<file path="src/hw/rtl/hsv2rgb_pkg.sv">
// Shared types and fixed constants of the HSV to RGB converter.
package hsv2rgb_pkg;

   localparam int FIELD_W = 16;
   localparam int CHAN_W  = 8;

   typedef logic signed [FIELD_W-1:0] field_type;
   typedef logic [CHAN_W-1:0]         chan_type;

   // Hue in 1/16 degree, saturation and value in 1/16 percent.
   localparam int HUE_TURN     = 5760;
   localparam int PCT_FULL     = 1600;
   localparam int SECTOR_UNITS = 960;

   // Hue wrap: bias by six turns (34560) to make it positive. The sign-bit flip already adds
   // 32768, so the remaining offset is 1792. HUE_TURN = HUE_DIV << HUE_LO_W.
   localparam int HUE_OFFSET = 1792;
   localparam int HUE_LO_W   = 7;
   localparam int HUE_DIV    = 45;
   localparam int RECIP_45   = 1456;   // floor(2^16 / 45)

endpackage

</file>
<file path="src/hw/rtl/hsv2rgb_if.sv">
// Valid/ready stream interfaces for colour requests and RGB responses.
interface hsv2rgb_req_if import hsv2rgb_pkg::*; ();
   logic      valid;
   logic      ready;
   field_type hue;
   field_type saturation;
   field_type brightness;

   modport source (output valid, output hue, output saturation, output brightness,
                   input ready);
   modport sink   (input valid, input hue, input saturation, input brightness,
                   output ready);
endinterface

interface hsv2rgb_rsp_if import hsv2rgb_pkg::*; ();
   logic     valid;
   logic     ready;
   chan_type red;
   chan_type green;
   chan_type blue;

   modport source (output valid, output red, output green, output blue, input ready);
   modport sink   (input valid, input red, input green, input blue, output ready);
endinterface

</file>
<file path="src/hw/rtl/hsv_to_rgb_converter_unit.sv">
// HSV to RGB converter: six-stage pipeline, one colour per cycle unless stalled.
//
//   channel  dir  handshake           payload
//   req_if   in   valid/ready         hue, saturation, brightness (s16, 1/16 units)
//   rsp_if   out  valid/ready         red, green, blue (u8)
//
// A new transaction can enter every cycle unless a stall on rsp_if.ready has
// filled the pipeline back to the input. Each stage holds while the stage
// after it is full and stalled, so ready reaches the input through a chain of
// six stage-full terms. The multipliers (hue wrap reciprocal, the two percent
// reciprocals, the sector reciprocal, V*S and C*(1-D)) set the stage depth.
// Synchronous reset empties the pipeline; there is no other state.
module hsv_to_rgb_converter_unit import hsv2rgb_pkg::*; #(
   parameter int INTERNAL_FRACTION_BITS = 16
) (
   input  logic           clock,
   input  logic           reset,
   hsv2rgb_req_if.sink    req_if,
   hsv2rgb_rsp_if.source  rsp_if
);

   localparam int F      = INTERNAL_FRACTION_BITS;
   localparam int W      = F + 1;               // fraction values up to 1.0
   localparam int PCT_W  = $clog2(PCT_FULL + 1);
   localparam int HUE_W  = $clog2(HUE_TURN);
   localparam int HUE_HI_W = 17 - HUE_LO_W;
   localparam int SP_W   = F + 12;              // percent reciprocal product
   localparam int HP_W   = F + 17;              // sector reciprocal product
   localparam int HR_W   = F + 14;              // sector remainder check
   localparam int HH_W   = F + 3;               // hue in sectors, below 6.0
   localparam int TB_W   = F + 10;

   localparam logic [F:0]      ONE      = W'(64'd1 << F);
   localparam logic [F:0]      RECIP_S  = W'((64'd1 << (F + 11)) / 64'(PCT_FULL));
   localparam logic [F+3:0]    RECIP_H  = (F + 4)'((64'd1 << (F + 13)) / 64'(SECTOR_UNITS));
   localparam logic [HH_W-1:0] HH_END   = HH_W'(64'd6 << F);

   typedef enum logic [2:0] {
      SECT_RG = 3'd0,
      SECT_GR = 3'd1,
      SECT_GB = 3'd2,
      SECT_BG = 3'd3,
      SECT_BR = 3'd4,
      SECT_RB = 3'd5
   } sector_type;

   function automatic logic [PCT_W-1:0] clamp_pct(input field_type p);
      if (p[FIELD_W-1]) begin
         clamp_pct = '0;
      end else if (p[FIELD_W-2:0] > (FIELD_W - 1)'(PCT_FULL)) begin
         clamp_pct = PCT_W'(PCT_FULL);
      end else begin
         clamp_pct = p[PCT_W-1:0];
      end
   endfunction

   // Finish count * 2^F / 1600 from an estimate that is at most one low.
   function automatic logic [F:0] fix_pct(input logic [PCT_W-1:0] cnt, input logic [F:0] q);
      logic [SP_W-1:0] num;
      logic [SP_W-1:0] base;
      num  = SP_W'(cnt) << F;
      base = SP_W'(q) * SP_W'(PCT_FULL);
      if ((num - base) >= SP_W'(PCT_FULL)) begin
         fix_pct = q + W'(1);
      end else begin
         fix_pct = q;
      end
   endfunction

   function automatic chan_type to_byte(input logic [F+1:0] sum);
      logic [TB_W-1:0] t;
      t = (TB_W'(sum) << 8) - TB_W'(sum) + TB_W'(ONE >> 1);
      if (t[TB_W-1:F] > 10'd255) begin
         to_byte = 8'hFF;
      end else begin
         to_byte = t[F+7:F];
      end
   endfunction

   // Stage enables and valid bits
   logic [6:1] vld_ff;
   logic [6:1] vld_in;
   logic [6:1] adv;

   assign adv[6] = !vld_ff[6] || rsp_if.ready;
   assign adv[5] = !vld_ff[5] || adv[6];
   assign adv[4] = !vld_ff[4] || adv[5];
   assign adv[3] = !vld_ff[3] || adv[4];
   assign adv[2] = !vld_ff[2] || adv[3];
   assign adv[1] = !vld_ff[1] || adv[2];

   assign vld_in = {vld_ff[5:1], req_if.valid};
   assign req_if.ready = adv[1];

   always_ff @(posedge clock) begin
      if (reset) begin
         vld_ff <= '0;
      end else begin
         for (int k = 1; k <= 6; k++) begin
            if (adv[k]) begin
               vld_ff[k] <= vld_in[k];
            end
         end
      end
   end

   // Stage 1: bias hue, estimate its turn count, clamp percentages
   logic [15:0]           hue_flip;
   logic [16:0]           hue_off;
   logic [20:0]           qa_prod;
   logic [HUE_HI_W-1:0]   hue_hi_s1_ff;
   logic [HUE_LO_W-1:0]   hue_lo_s1_ff;
   logic [3:0]            qa_s1_ff, qa_in;
   logic [PCT_W-1:0]      sc_s1_ff, vc_s1_ff;

   always_comb begin
      hue_flip = {~req_if.hue[15], req_if.hue[14:0]};
      hue_off  = {1'b0, hue_flip} + 17'(HUE_OFFSET);
      qa_prod  = 21'(hue_off[16:HUE_LO_W]) * 21'(RECIP_45);
      qa_in    = qa_prod[19:16];
   end

   always_ff @(posedge clock) begin
      if (adv[1]) begin
         hue_hi_s1_ff <= hue_off[16:HUE_LO_W];
         hue_lo_s1_ff <= hue_off[HUE_LO_W-1:0];
         qa_s1_ff     <= qa_in;
         sc_s1_ff     <= clamp_pct(req_if.saturation);
         vc_s1_ff     <= clamp_pct(req_if.brightness);
      end
   end

   // Stage 2: wrapped hue, percent reciprocal estimates
   logic [HUE_HI_W-1:0] ra_raw, ra_fix;
   logic [HUE_W-1:0]    hw_in, hw_s2_ff;
   logic [SP_W-1:0]     sq_prod, vq_prod;
   logic [F:0]          sq_s2_ff, vq_s2_ff;
   logic [PCT_W-1:0]    sc_s2_ff, vc_s2_ff;

   always_comb begin
      ra_raw  = hue_hi_s1_ff - HUE_HI_W'(HUE_HI_W'(qa_s1_ff) * HUE_HI_W'(HUE_DIV));
      ra_fix  = (ra_raw >= HUE_HI_W'(HUE_DIV)) ? ra_raw - HUE_HI_W'(HUE_DIV) : ra_raw;
      hw_in   = {ra_fix[HUE_W-HUE_LO_W-1:0], hue_lo_s1_ff};
      sq_prod = SP_W'(sc_s1_ff) * SP_W'(RECIP_S);
      vq_prod = SP_W'(vc_s1_ff) * SP_W'(RECIP_S);
   end

   always_ff @(posedge clock) begin
      if (adv[2]) begin
         hw_s2_ff <= hw_in;
         sq_s2_ff <= sq_prod[F+11:11];
         vq_s2_ff <= vq_prod[F+11:11];
         sc_s2_ff <= sc_s1_ff;
         vc_s2_ff <= vc_s1_ff;
      end
   end

   // Stage 3: correct S and V, estimate hue in sectors
   logic [HP_W-1:0]   hq_prod;
   logic [HH_W-1:0]   hq_s3_ff;
   logic [HUE_W-1:0]  hw_s3_ff;
   logic [F:0]        s_s3_ff, v_s3_ff;

   assign hq_prod = HP_W'(hw_s2_ff) * HP_W'(RECIP_H);

   always_ff @(posedge clock) begin
      if (adv[3]) begin
         s_s3_ff  <= fix_pct(sc_s2_ff, sq_s2_ff);
         v_s3_ff  <= fix_pct(vc_s2_ff, vq_s2_ff);
         hq_s3_ff <= hq_prod[F+15:13];
         hw_s3_ff <= hw_s2_ff;
      end
   end

   // Stage 4: correct hue in sectors, chroma
   logic [HR_W-1:0]   hr_num, hr_base;
   logic [HH_W-1:0]   hh_in, hh_s4_ff;
   logic [2*W-1:0]    c_prod;
   logic [F:0]        c_s4_ff, v_s4_ff;

   always_comb begin
      hr_num  = HR_W'(hw_s3_ff) << F;
      hr_base = HR_W'(hq_s3_ff) * HR_W'(SECTOR_UNITS);
      hh_in   = ((hr_num - hr_base) >= HR_W'(SECTOR_UNITS)) ? hq_s3_ff + HH_W'(1) : hq_s3_ff;
      c_prod  = (2 * W)'(v_s3_ff) * (2 * W)'(s_s3_ff);
   end

   always_ff @(posedge clock) begin
      if (adv[4]) begin
         hh_s4_ff <= hh_in;
         c_s4_ff  <= c_prod[2*F:F];
         v_s4_ff  <= v_s3_ff;
      end
   end

   // Stage 5: sector, second component, offset
   logic [F:0]     rem2, tri_d, span;
   logic [2*W-1:0] x_prod;
   sector_type     sect_s5_ff;
   logic [F:0]     c_s5_ff, x_s5_ff, m_s5_ff;

   always_comb begin
      rem2   = hh_s4_ff[F:0];
      tri_d  = (rem2 >= ONE) ? rem2 - ONE : ONE - rem2;
      span   = ONE - tri_d;
      x_prod = (2 * W)'(c_s4_ff) * (2 * W)'(span);
   end

   always_ff @(posedge clock) begin
      if (adv[5]) begin
         sect_s5_ff <= sector_type'(hh_s4_ff[F+2:F]);
         c_s5_ff    <= c_s4_ff;
         x_s5_ff    <= x_prod[2*F:F];
         m_s5_ff    <= v_s4_ff - c_s4_ff;
      end
   end

   // Stage 6: route components, add offset, scale to bytes
   logic [F:0]   r_cmp, g_cmp, b_cmp;
   chan_type     red_ff, green_ff, blue_ff;

   always_comb begin
      unique case (sect_s5_ff)
         SECT_RG: begin r_cmp = c_s5_ff; g_cmp = x_s5_ff; b_cmp = '0;      end
         SECT_GR: begin r_cmp = x_s5_ff; g_cmp = c_s5_ff; b_cmp = '0;      end
         SECT_GB: begin r_cmp = '0;      g_cmp = c_s5_ff; b_cmp = x_s5_ff; end
         SECT_BG: begin r_cmp = '0;      g_cmp = x_s5_ff; b_cmp = c_s5_ff; end
         SECT_BR: begin r_cmp = x_s5_ff; g_cmp = '0;      b_cmp = c_s5_ff; end
         default: begin r_cmp = c_s5_ff; g_cmp = '0;      b_cmp = x_s5_ff; end
      endcase
   end

   always_ff @(posedge clock) begin
      if (adv[6]) begin
         red_ff   <= to_byte((F + 2)'(r_cmp) + (F + 2)'(m_s5_ff));
         green_ff <= to_byte((F + 2)'(g_cmp) + (F + 2)'(m_s5_ff));
         blue_ff  <= to_byte((F + 2)'(b_cmp) + (F + 2)'(m_s5_ff));
      end
   end

   assign rsp_if.valid = vld_ff[6];
   assign rsp_if.red   = red_ff;
   assign rsp_if.green = green_ff;
   assign rsp_if.blue  = blue_ff;

   // Checks
   a_accept_fills: assert property (@(posedge clock) disable iff (reset)
      req_if.valid && req_if.ready |=> vld_ff[1])
      else $error("accepted transaction did not enter the first stage");

   a_hue_wrapped: assert property (@(posedge clock) disable iff (reset)
      vld_ff[2] |-> hw_s2_ff < HUE_W'(HUE_TURN))
      else $error("wrapped hue out of range");

   a_pct_range: assert property (@(posedge clock) disable iff (reset)
      vld_ff[3] |-> (s_s3_ff <= ONE) && (v_s3_ff <= ONE))
      else $error("saturation or value above one");

   a_chroma_sector: assert property (@(posedge clock) disable iff (reset)
      vld_ff[4] |-> (c_s4_ff <= v_s4_ff) && (hh_s4_ff < HH_END))
      else $error("chroma above value or hue beyond last sector");

endmodule
</file>
<file path="src/flat_wrapper.sv">
// flat-port wrapper written by rule: the top's interface ports become plain ports
module hsv_to_rgb_converter_unit_flat import hsv2rgb_pkg::*;
#(
   parameter int INTERNAL_FRACTION_BITS = 16
)
  (clock, reset, req_if_valid, req_if_hue, req_if_saturation, req_if_brightness, req_if_ready, rsp_if_valid, rsp_if_red, rsp_if_green, rsp_if_blue, rsp_if_ready);
  hsv2rgb_req_if req_if_i ();
  hsv2rgb_rsp_if rsp_if_i ();
  input  logic clock;
  input  logic reset;
  input wire logic [$bits(req_if_i.valid)-1:0] req_if_valid;
  input wire logic [$bits(req_if_i.hue)-1:0] req_if_hue;
  input wire logic [$bits(req_if_i.saturation)-1:0] req_if_saturation;
  input wire logic [$bits(req_if_i.brightness)-1:0] req_if_brightness;
  output wire logic [$bits(req_if_i.ready)-1:0] req_if_ready;
  output wire logic [$bits(rsp_if_i.valid)-1:0] rsp_if_valid;
  output wire logic [$bits(rsp_if_i.red)-1:0] rsp_if_red;
  output wire logic [$bits(rsp_if_i.green)-1:0] rsp_if_green;
  output wire logic [$bits(rsp_if_i.blue)-1:0] rsp_if_blue;
  input wire logic [$bits(rsp_if_i.ready)-1:0] rsp_if_ready;
  assign req_if_i.valid = req_if_valid;
  assign req_if_i.hue = req_if_hue;
  assign req_if_i.saturation = req_if_saturation;
  assign req_if_i.brightness = req_if_brightness;
  assign req_if_ready = req_if_i.ready;
  assign rsp_if_valid = rsp_if_i.valid;
  assign rsp_if_red = rsp_if_i.red;
  assign rsp_if_green = rsp_if_i.green;
  assign rsp_if_blue = rsp_if_i.blue;
  assign rsp_if_i.ready = rsp_if_ready;
  hsv_to_rgb_converter_unit #(.INTERNAL_FRACTION_BITS(INTERNAL_FRACTION_BITS)) u_core (.clock(clock), .reset(reset), .req_if(req_if_i), .rsp_if(rsp_if_i));
endmodule
</file>
<file path="config.mk">
export PLATFORM = sky130hd
export DESIGN_NAME = hsv_to_rgb_converter_unit_flat
export DESIGN_NICKNAME = d
export VERILOG_FILES = /design/src/hw/rtl/hsv2rgb_pkg.sv /design/src/hw/rtl/hsv2rgb_if.sv /design/src/hw/rtl/hsv_to_rgb_converter_unit.sv /design/src/flat_wrapper.sv
export SDC_FILE = /design/constraint.sdc
export NUM_CORES = 2
export LEC_CHECK = 0
export BUFFER_PORTS_ARGS = -buffer_cell sky130_fd_sc_hd__buf_2
export CAP_MARGIN = 20
export CORE_ASPECT_RATIO = 1.75
export CORE_UTILIZATION = 55
export CTS_CLUSTER_SIZE = 40
export DETAILED_ROUTE_END_ITERATION = 7
export GPL_ROUTABILITY_DRIVEN = 1
export PLACE_DENSITY = 0.81
export SLEW_MARGIN = 15
export SYNTH_ARGS = -nofsm -noshare
export SYNTH_HDL_FRONTEND = slang
export SYNTH_SLANG_ARGS = --single-unit
</file>
<file path="constraint.sdc">
create_clock -name clock -period 25.2 [get_ports clock]
set_clock_uncertainty 0.1 [all_clocks]
set_input_delay 3.78 -clock clock [delete_from_list [all_inputs] [get_ports clock]]
set_output_delay 3.78 -clock clock [all_outputs]
set_load 0.03 [all_outputs]
</file>
======== After elaboration in Yosys (flattened, before gate mapping) ========
Index checks and enable logic that the tools add are counted.
word-level totals
  flip-flop bits (word level) ............. 315
  bits of input ports ..................... 52
  output and inout bits ................... 26
operators by class
  $add $sub $neg .......................... 22
  $mul .................................... 10
  order comparisons ....................... 10
  equal/unequal tests ..................... 4
  muxes and demuxes ....................... 10
  bitwise operators ....................... 1
  reductions and logical operators ........ 21
operators with widths
  kind                                                                     count
  17-bit one-hot mux with 2 select lines                                   3
  26-bit by 16-bit adder with 26-bit output, second input constant         3
  26-bit by 18-bit subtractor with 26-bit output                           3
  17-bit by 17-bit multiplier with 33-bit output                           2
  28-bit by 11-bit >= comparator with 1-bit output, second input constant  2
  27-bit by 28-bit subtractor with 28-bit output                           2
  17-bit by 17-bit adder with 18-bit output                                3
  11-bit by 16-bit multiplier with 27-bit output, second input constant    2
  17-bit two-way mux                                                       3
  17-bit by 5-bit multiplier with 22-bit output, second input constant     2
  17-bit by 1-bit adder with 17-bit output, second input constant          2
  17-bit subtractor, first input constant                                  2
  30-bit by 10-bit >= comparator with 1-bit output, second input constant  1
  10-bit by 8-bit > comparator with 1-bit output, second input constant    3
  15-bit by 12-bit > comparator with 1-bit output, second input constant   2
  29-bit by 29-bit subtractor with 30-bit output                           1
  13-bit by 17-bit multiplier with 29-bit output, second input constant    1
  19-bit by 4-bit multiplier with 23-bit output, second input constant     1
  11-bit two-way mux                                                       2
  19-bit by 1-bit adder with 19-bit output, second input constant          1
  19-bit two-way mux                                                       1
  16-bit by 11-bit adder with 17-bit output, second input constant         1
  17-bit >= comparator, second input constant                              1
  17-bit subtractor                                                        1
  other kinds (15)                                                         33

======== Depth between registers and ports, before layout ========
  depth after elaboration ................. 7
  gate-level depth with buffers ........... 36

======== Worst setup path before layout ========
Ideal clock, no wire load.
  path type ............................... input to output
  from .................................... input rsp_if_ready
  to ...................................... output req_if_ready
  arrival ................................. 5,854 ps
  required time ........................... 21,320 ps
  path slack .............................. 15,466 ps
  stages .................................. 4
  buffers on the path ..................... 1
  cell sequence ........................... nor2b_1 -> and3_1 -> clkbuf_1 -> nand4_1
on the way
  word-level cells in the longest chain between the ends .. 6
RTL lines
  what              line                             source
  from (decl)       flat_wrapper.sv:20               input wire logic [$bits(rsp_if_i.ready)-1:0] rsp_if_ready;
  1-bit logical OR  hsv_to_rgb_converter_unit.sv:85  assign adv[6] = !vld_ff[6] || rsp_if.ready;
  1-bit logical OR  hsv_to_rgb_converter_unit.sv:86  assign adv[5] = !vld_ff[5] || adv[6];
  1-bit logical OR  hsv_to_rgb_converter_unit.sv:87  assign adv[4] = !vld_ff[4] || adv[5];
  1-bit logical OR  hsv_to_rgb_converter_unit.sv:88  assign adv[3] = !vld_ff[3] || adv[4];
  1-bit logical OR  hsv_to_rgb_converter_unit.sv:89  assign adv[2] = !vld_ff[2] || adv[3];
  1-bit logical OR  hsv_to_rgb_converter_unit.sv:90  assign adv[1] = !vld_ff[1] || adv[2];
  to (decl)         flat_wrapper.sv:15               output wire logic [$bits(req_if_i.ready)-1:0] req_if_ready;
Every way passes these cells.

======== Final worst setup path ========
  from .................................... register u_core.hh_s4_ff[0]
  to ...................................... register u_core.x_s5_ff[16] (data pin)
on the way
  word-level cells in the longest chain between the ends .. 4
  elaborated cells between the ends (all ways) .. 6
  classes of those cells .................. 3 x add/sub; 1 x mul; 1 x order compare; 1 x mux
RTL lines
  what                                                              line                              source
  from (decl)                                                       hsv_to_rgb_converter_unit.sv:177  logic [HH_W-1:0] hh_in, hh_s4_ff;
  from (signal assigned)                                            hsv_to_rgb_converter_unit.sv:190  hh_s4_ff <= hh_in;
  17-bit subtractor / 17-bit >= comparator (equally long branches)  hsv_to_rgb_converter_unit.sv:204  tri_d = (rem2 >= ONE) ? rem2 - ONE : ONE - rem2;
  17-bit two-way mux *                                              hsv_to_rgb_converter_unit.sv:204
  17-bit subtractor *                                               hsv_to_rgb_converter_unit.sv:205  span = ONE - tri_d;
  17-bit by 17-bit multiplier with 33-bit output *                  hsv_to_rgb_converter_unit.sv:206  x_prod = (2 * W)'(c_s4_ff) * (2 * W)'(span);
  via u_core.x_prod[32]                                             hsv_to_rgb_converter_unit.sv:198  logic [2*W-1:0] x_prod;
  to (signal assigned)                                              hsv_to_rgb_converter_unit.sv:213  x_s5_ff <= x_prod[2*F:F];
  to (decl)                                                         hsv_to_rgb_converter_unit.sv:200  logic [F:0] c_s5_ff, x_s5_ff, m_s5_ff;
The timed path passes the listed nets; every way through them passes the cells marked *.
A chain may end at the register's enable or synchronous reset.

==> flow_summary.json <==
{
  "status": "completed",
  "ys_seq_area_share_pct": 18.0,
  "wl_per_cell_um": 18.1,
  "final_cell_mix": "1054 x inv_1, 825 x ha_1, 646 x fa_1, 538 x nand2_1, 309 x edfxtp_1",
  "yosys.cell_types.count": 106,
  "clk_pin_slew_ns": 0.07,
  "cts_buffers": 37,
  "synth.area.top_cells": "fa_1 25%, ha_1 20%, edfxtp_1 18%",
  "grt_overflow": 0,
  "final_common_cell": "inv_1",
  "fin_ws_ns": 15.18,
  "rsz0062_at_grt": "no",
  "ys_seq_elements": 315,
  "fin_setup_tns_ns": 0,
  "final_cell_area_um2": 55100,
  "cts_tree": "built",
  "grt_max_degree": 71,
  "coreArea_um2": 94100,
  "setup_viol_count_final": 0,
  "cap_violations": 0,
  "hpwlAfterDp_um": 100000,
  "clock_latency_ns": 0.60,
  "h-tree-depth": 2,
  "synth_edf_count": 309,
  "grt-busiest-layer": "met2",
  "ctsResizeCount": 0,
  "required_ns": 25.43,
  "first_pass_iters": 7,
  "grt_pass1_vias": 41900,
  "die_area_um2": 96100,
  "crit_type": "reg -> reg",
  "grt_antenna_before_repair": 0,
  "worst_slew_pin_slew_ns": 1.10,
  "drv_slew": 0,
  "worstPathMaxFanout": 19,
  "numClockSinks": 315,
  "drtAntennaViolNets": 0,
  "final_nets": 7013,
  "preCtsSetupSlack_ns": 15.26,
  "place_congestion": 0.964,
  "crit_arrival_ns": 10.25,
  "grt.met2_usage_pct": 51.4,
  "finalWirelength_um": 122000,
  "root_buffer": "clkbuf_16",
  "avgSynthCellArea_um2": 9.57,
  "synth.top_cell.area_share_pct": 24.8,
  "start_util_pct": 55.4,
  "ios": 78,
  "n_fill_cell": 7822,
  "syn-instance-count": 5448,
  "fmax_ghz": 0.0998,
  "crit_path_start_kind": "register",
  "ys.flop_type": "edfxtp_1",
  "cts_setup_buffers": 0,
  "io_buffers": 77,
  "layout-drive-gt1-share_pct": 4.37,
  "synth-async-reset-ratio_pct": 0,
  "cts_hold_buf": 0,
  "cpMostUsedCell": "inv_1",
  "worst_path_max_delay_cell": "edfxtp_1",
  "drt-vias-per-instance": 5.76,
  "slowest_delay_ns": 0.82,
  "synthesis.nets": 6971,
  "synth_area_leader_cell": "fa_1",
  "hold_class": "reg -> reg",
  "die_y_um": 409,
  "route.detailed.drc": 0,
  "grt_pass1_wl_um": 200000,
  "min_period_ns": 10.02,
  "cts_buffer_depth": 3,
  "use_met1_pct": 24.1,
  "crit_path_end_kind": "register",
  "track_usage_pct": 25.9,
  "met3_usage_pct": 2.94,
  "vias": 38800,
  "core.rowCount": 149,
  "fin_util_pct": 58.6,
  "ys_warn_count": 0,
  "post-route-period-util_pct": 39.8,
  "hold_viol": 0,
  "relSlewSlack_pct": 26.1,
  "synth_area_um2": 52100,
  "die_w_um": 235,
  "drtIter0Drc": 1864,
  "dpl_cell_area_um2": 53900,
  "layout-area-overhead-vs-synth_pct": 5.74
}
[cell usage after synthesis, types with 14 or more instances]
library cell	number
o21a_1	48
or2_2	15
nor2_1	236
clkbuf_1	110
xnor2_1	197
nand2_1	540
inv_1	1055
o21ai_0	115
nand3_1	66
nor2b_1	35
a21oi_1	166
o31ai_1	17
nor4_1	15
ha_1	825
fa_1	646
edfxtp_1	309
nor3_1	96
nand2b_1	54
or3_1	26
a21boi_0	17
nor3b_1	18
o2111ai_1	14
a21o_1	67
mux2i_1	14
and2_1	215
a22o_1	34
o211ai_1	17
xor2_1	102
nand4_1	21
o21bai_1	38
a31oi_1	30
and3_1	34
a211oi_1	29
[area by class of cell]
type | count | area (um2) | share of cell area [%]
Clock buffer | 39 | 933 | 1.69
Multi-Input combinational cell | 3961 | 38400 | 69.6
Timing Repair Buffer | 119 | 701 | 1.27
Sequential cell | 315 | 9400 | 17.0
Clock inverter | 27 | 259 | 0.470
Inverter | 1056 | 3960 | 7.19
Tap cell | 1208 | 1510 | 2.74
Antenna cell | 2 | 5.00 | 0.00908
[state kept, by name (all words and copies together), names as in the netlist, 4 cells and up]
register,flops
u_core.c_s5_ff,17
u_core.sc_s2_ff,11
u_core.sc_s1_ff,11
u_core.hw_s3_ff,13
u_core.c_s4_ff,17
u_core.qa_s1_ff,4
u_core.hue_hi_s1_ff,10
u_core.vc_s2_ff,11
u_core.m_s5_ff,17
u_core.v_s4_ff,17
u_core.hw_s2_ff,13
u_core.vc_s1_ff,11
u_core.hq_s3_ff,19
u_core.vld_ff,6
u_core.sq_s2_ff,17
u_core.s_s3_ff,17
u_core.hue_lo_s1_ff,7
u_core.vq_s2_ff,17
u_core.rsp_if.red,8
u_core.x_s5_ff,17
u_core.v_s3_ff,17
u_core.rsp_if.blue,8
u_core.hh_s4_ff,19
u_core.rsp_if.green,8
[stage by stage]
stage	hold slack, ns	std cells
after floorplan	0.300	5448
after global placement	0.306	6658
after detailed placement	0.305	6658
after CTS	0.314	6724
after global routing	0.326	6725
final	0.311	6727
[metal layers]
layer  vias to the layer above  wire length (um)
met2                      1254             67000
met4                         0              9820
met5                         -                 0
li1                      18000                 -
met1                     18900             39800
met3                       567              5170
[kinds of logic after synthesis]
kind of cell	count (synthesis)	synth area share (%)
AO/OA/AOI/OAI	729	9.80
adder cells (fa/ha/maj)	1471	44.6
multiplexers	21	0.427
AND/OR/NAND/NOR	1439	13.6
buffers and inverters	1172	8.46
flip-flops	315	18.0
XOR/XNOR	301	5.11
[final timing paths]
path / startpoint / endpoint / slack, ns / depth (start not counted)
min: u_core.hue_lo_s1_ff[6] / u_core.hw_s2_ff[6] / 0.31 / 0
max reg2reg: u_core.hh_s4_ff[0] / u_core.x_s5_ff[16] / 15.18 / 33
max: u_core.hh_s4_ff[0] / u_core.x_s5_ff[16] / 15.18 / 33
min reg2reg: u_core.hue_lo_s1_ff[6] / u_core.hw_s2_ff[6] / 0.31 / 0
[critical path: cells and delay by family, from the launching register on]
kind                       cells  cell delay [ns]
buffers and inverters          5             0.44
AOI/OAI and AO/OA              8             1.99
DFF                            1             0.82
adders and majority gates      8             3.17
and+or+nand+nor               10             2.17
xor gates and xnor gates       2             1.08
Power is not shown: default switching activity piles up to over one toggle a cycle in this logic, so the estimate is an artifact.
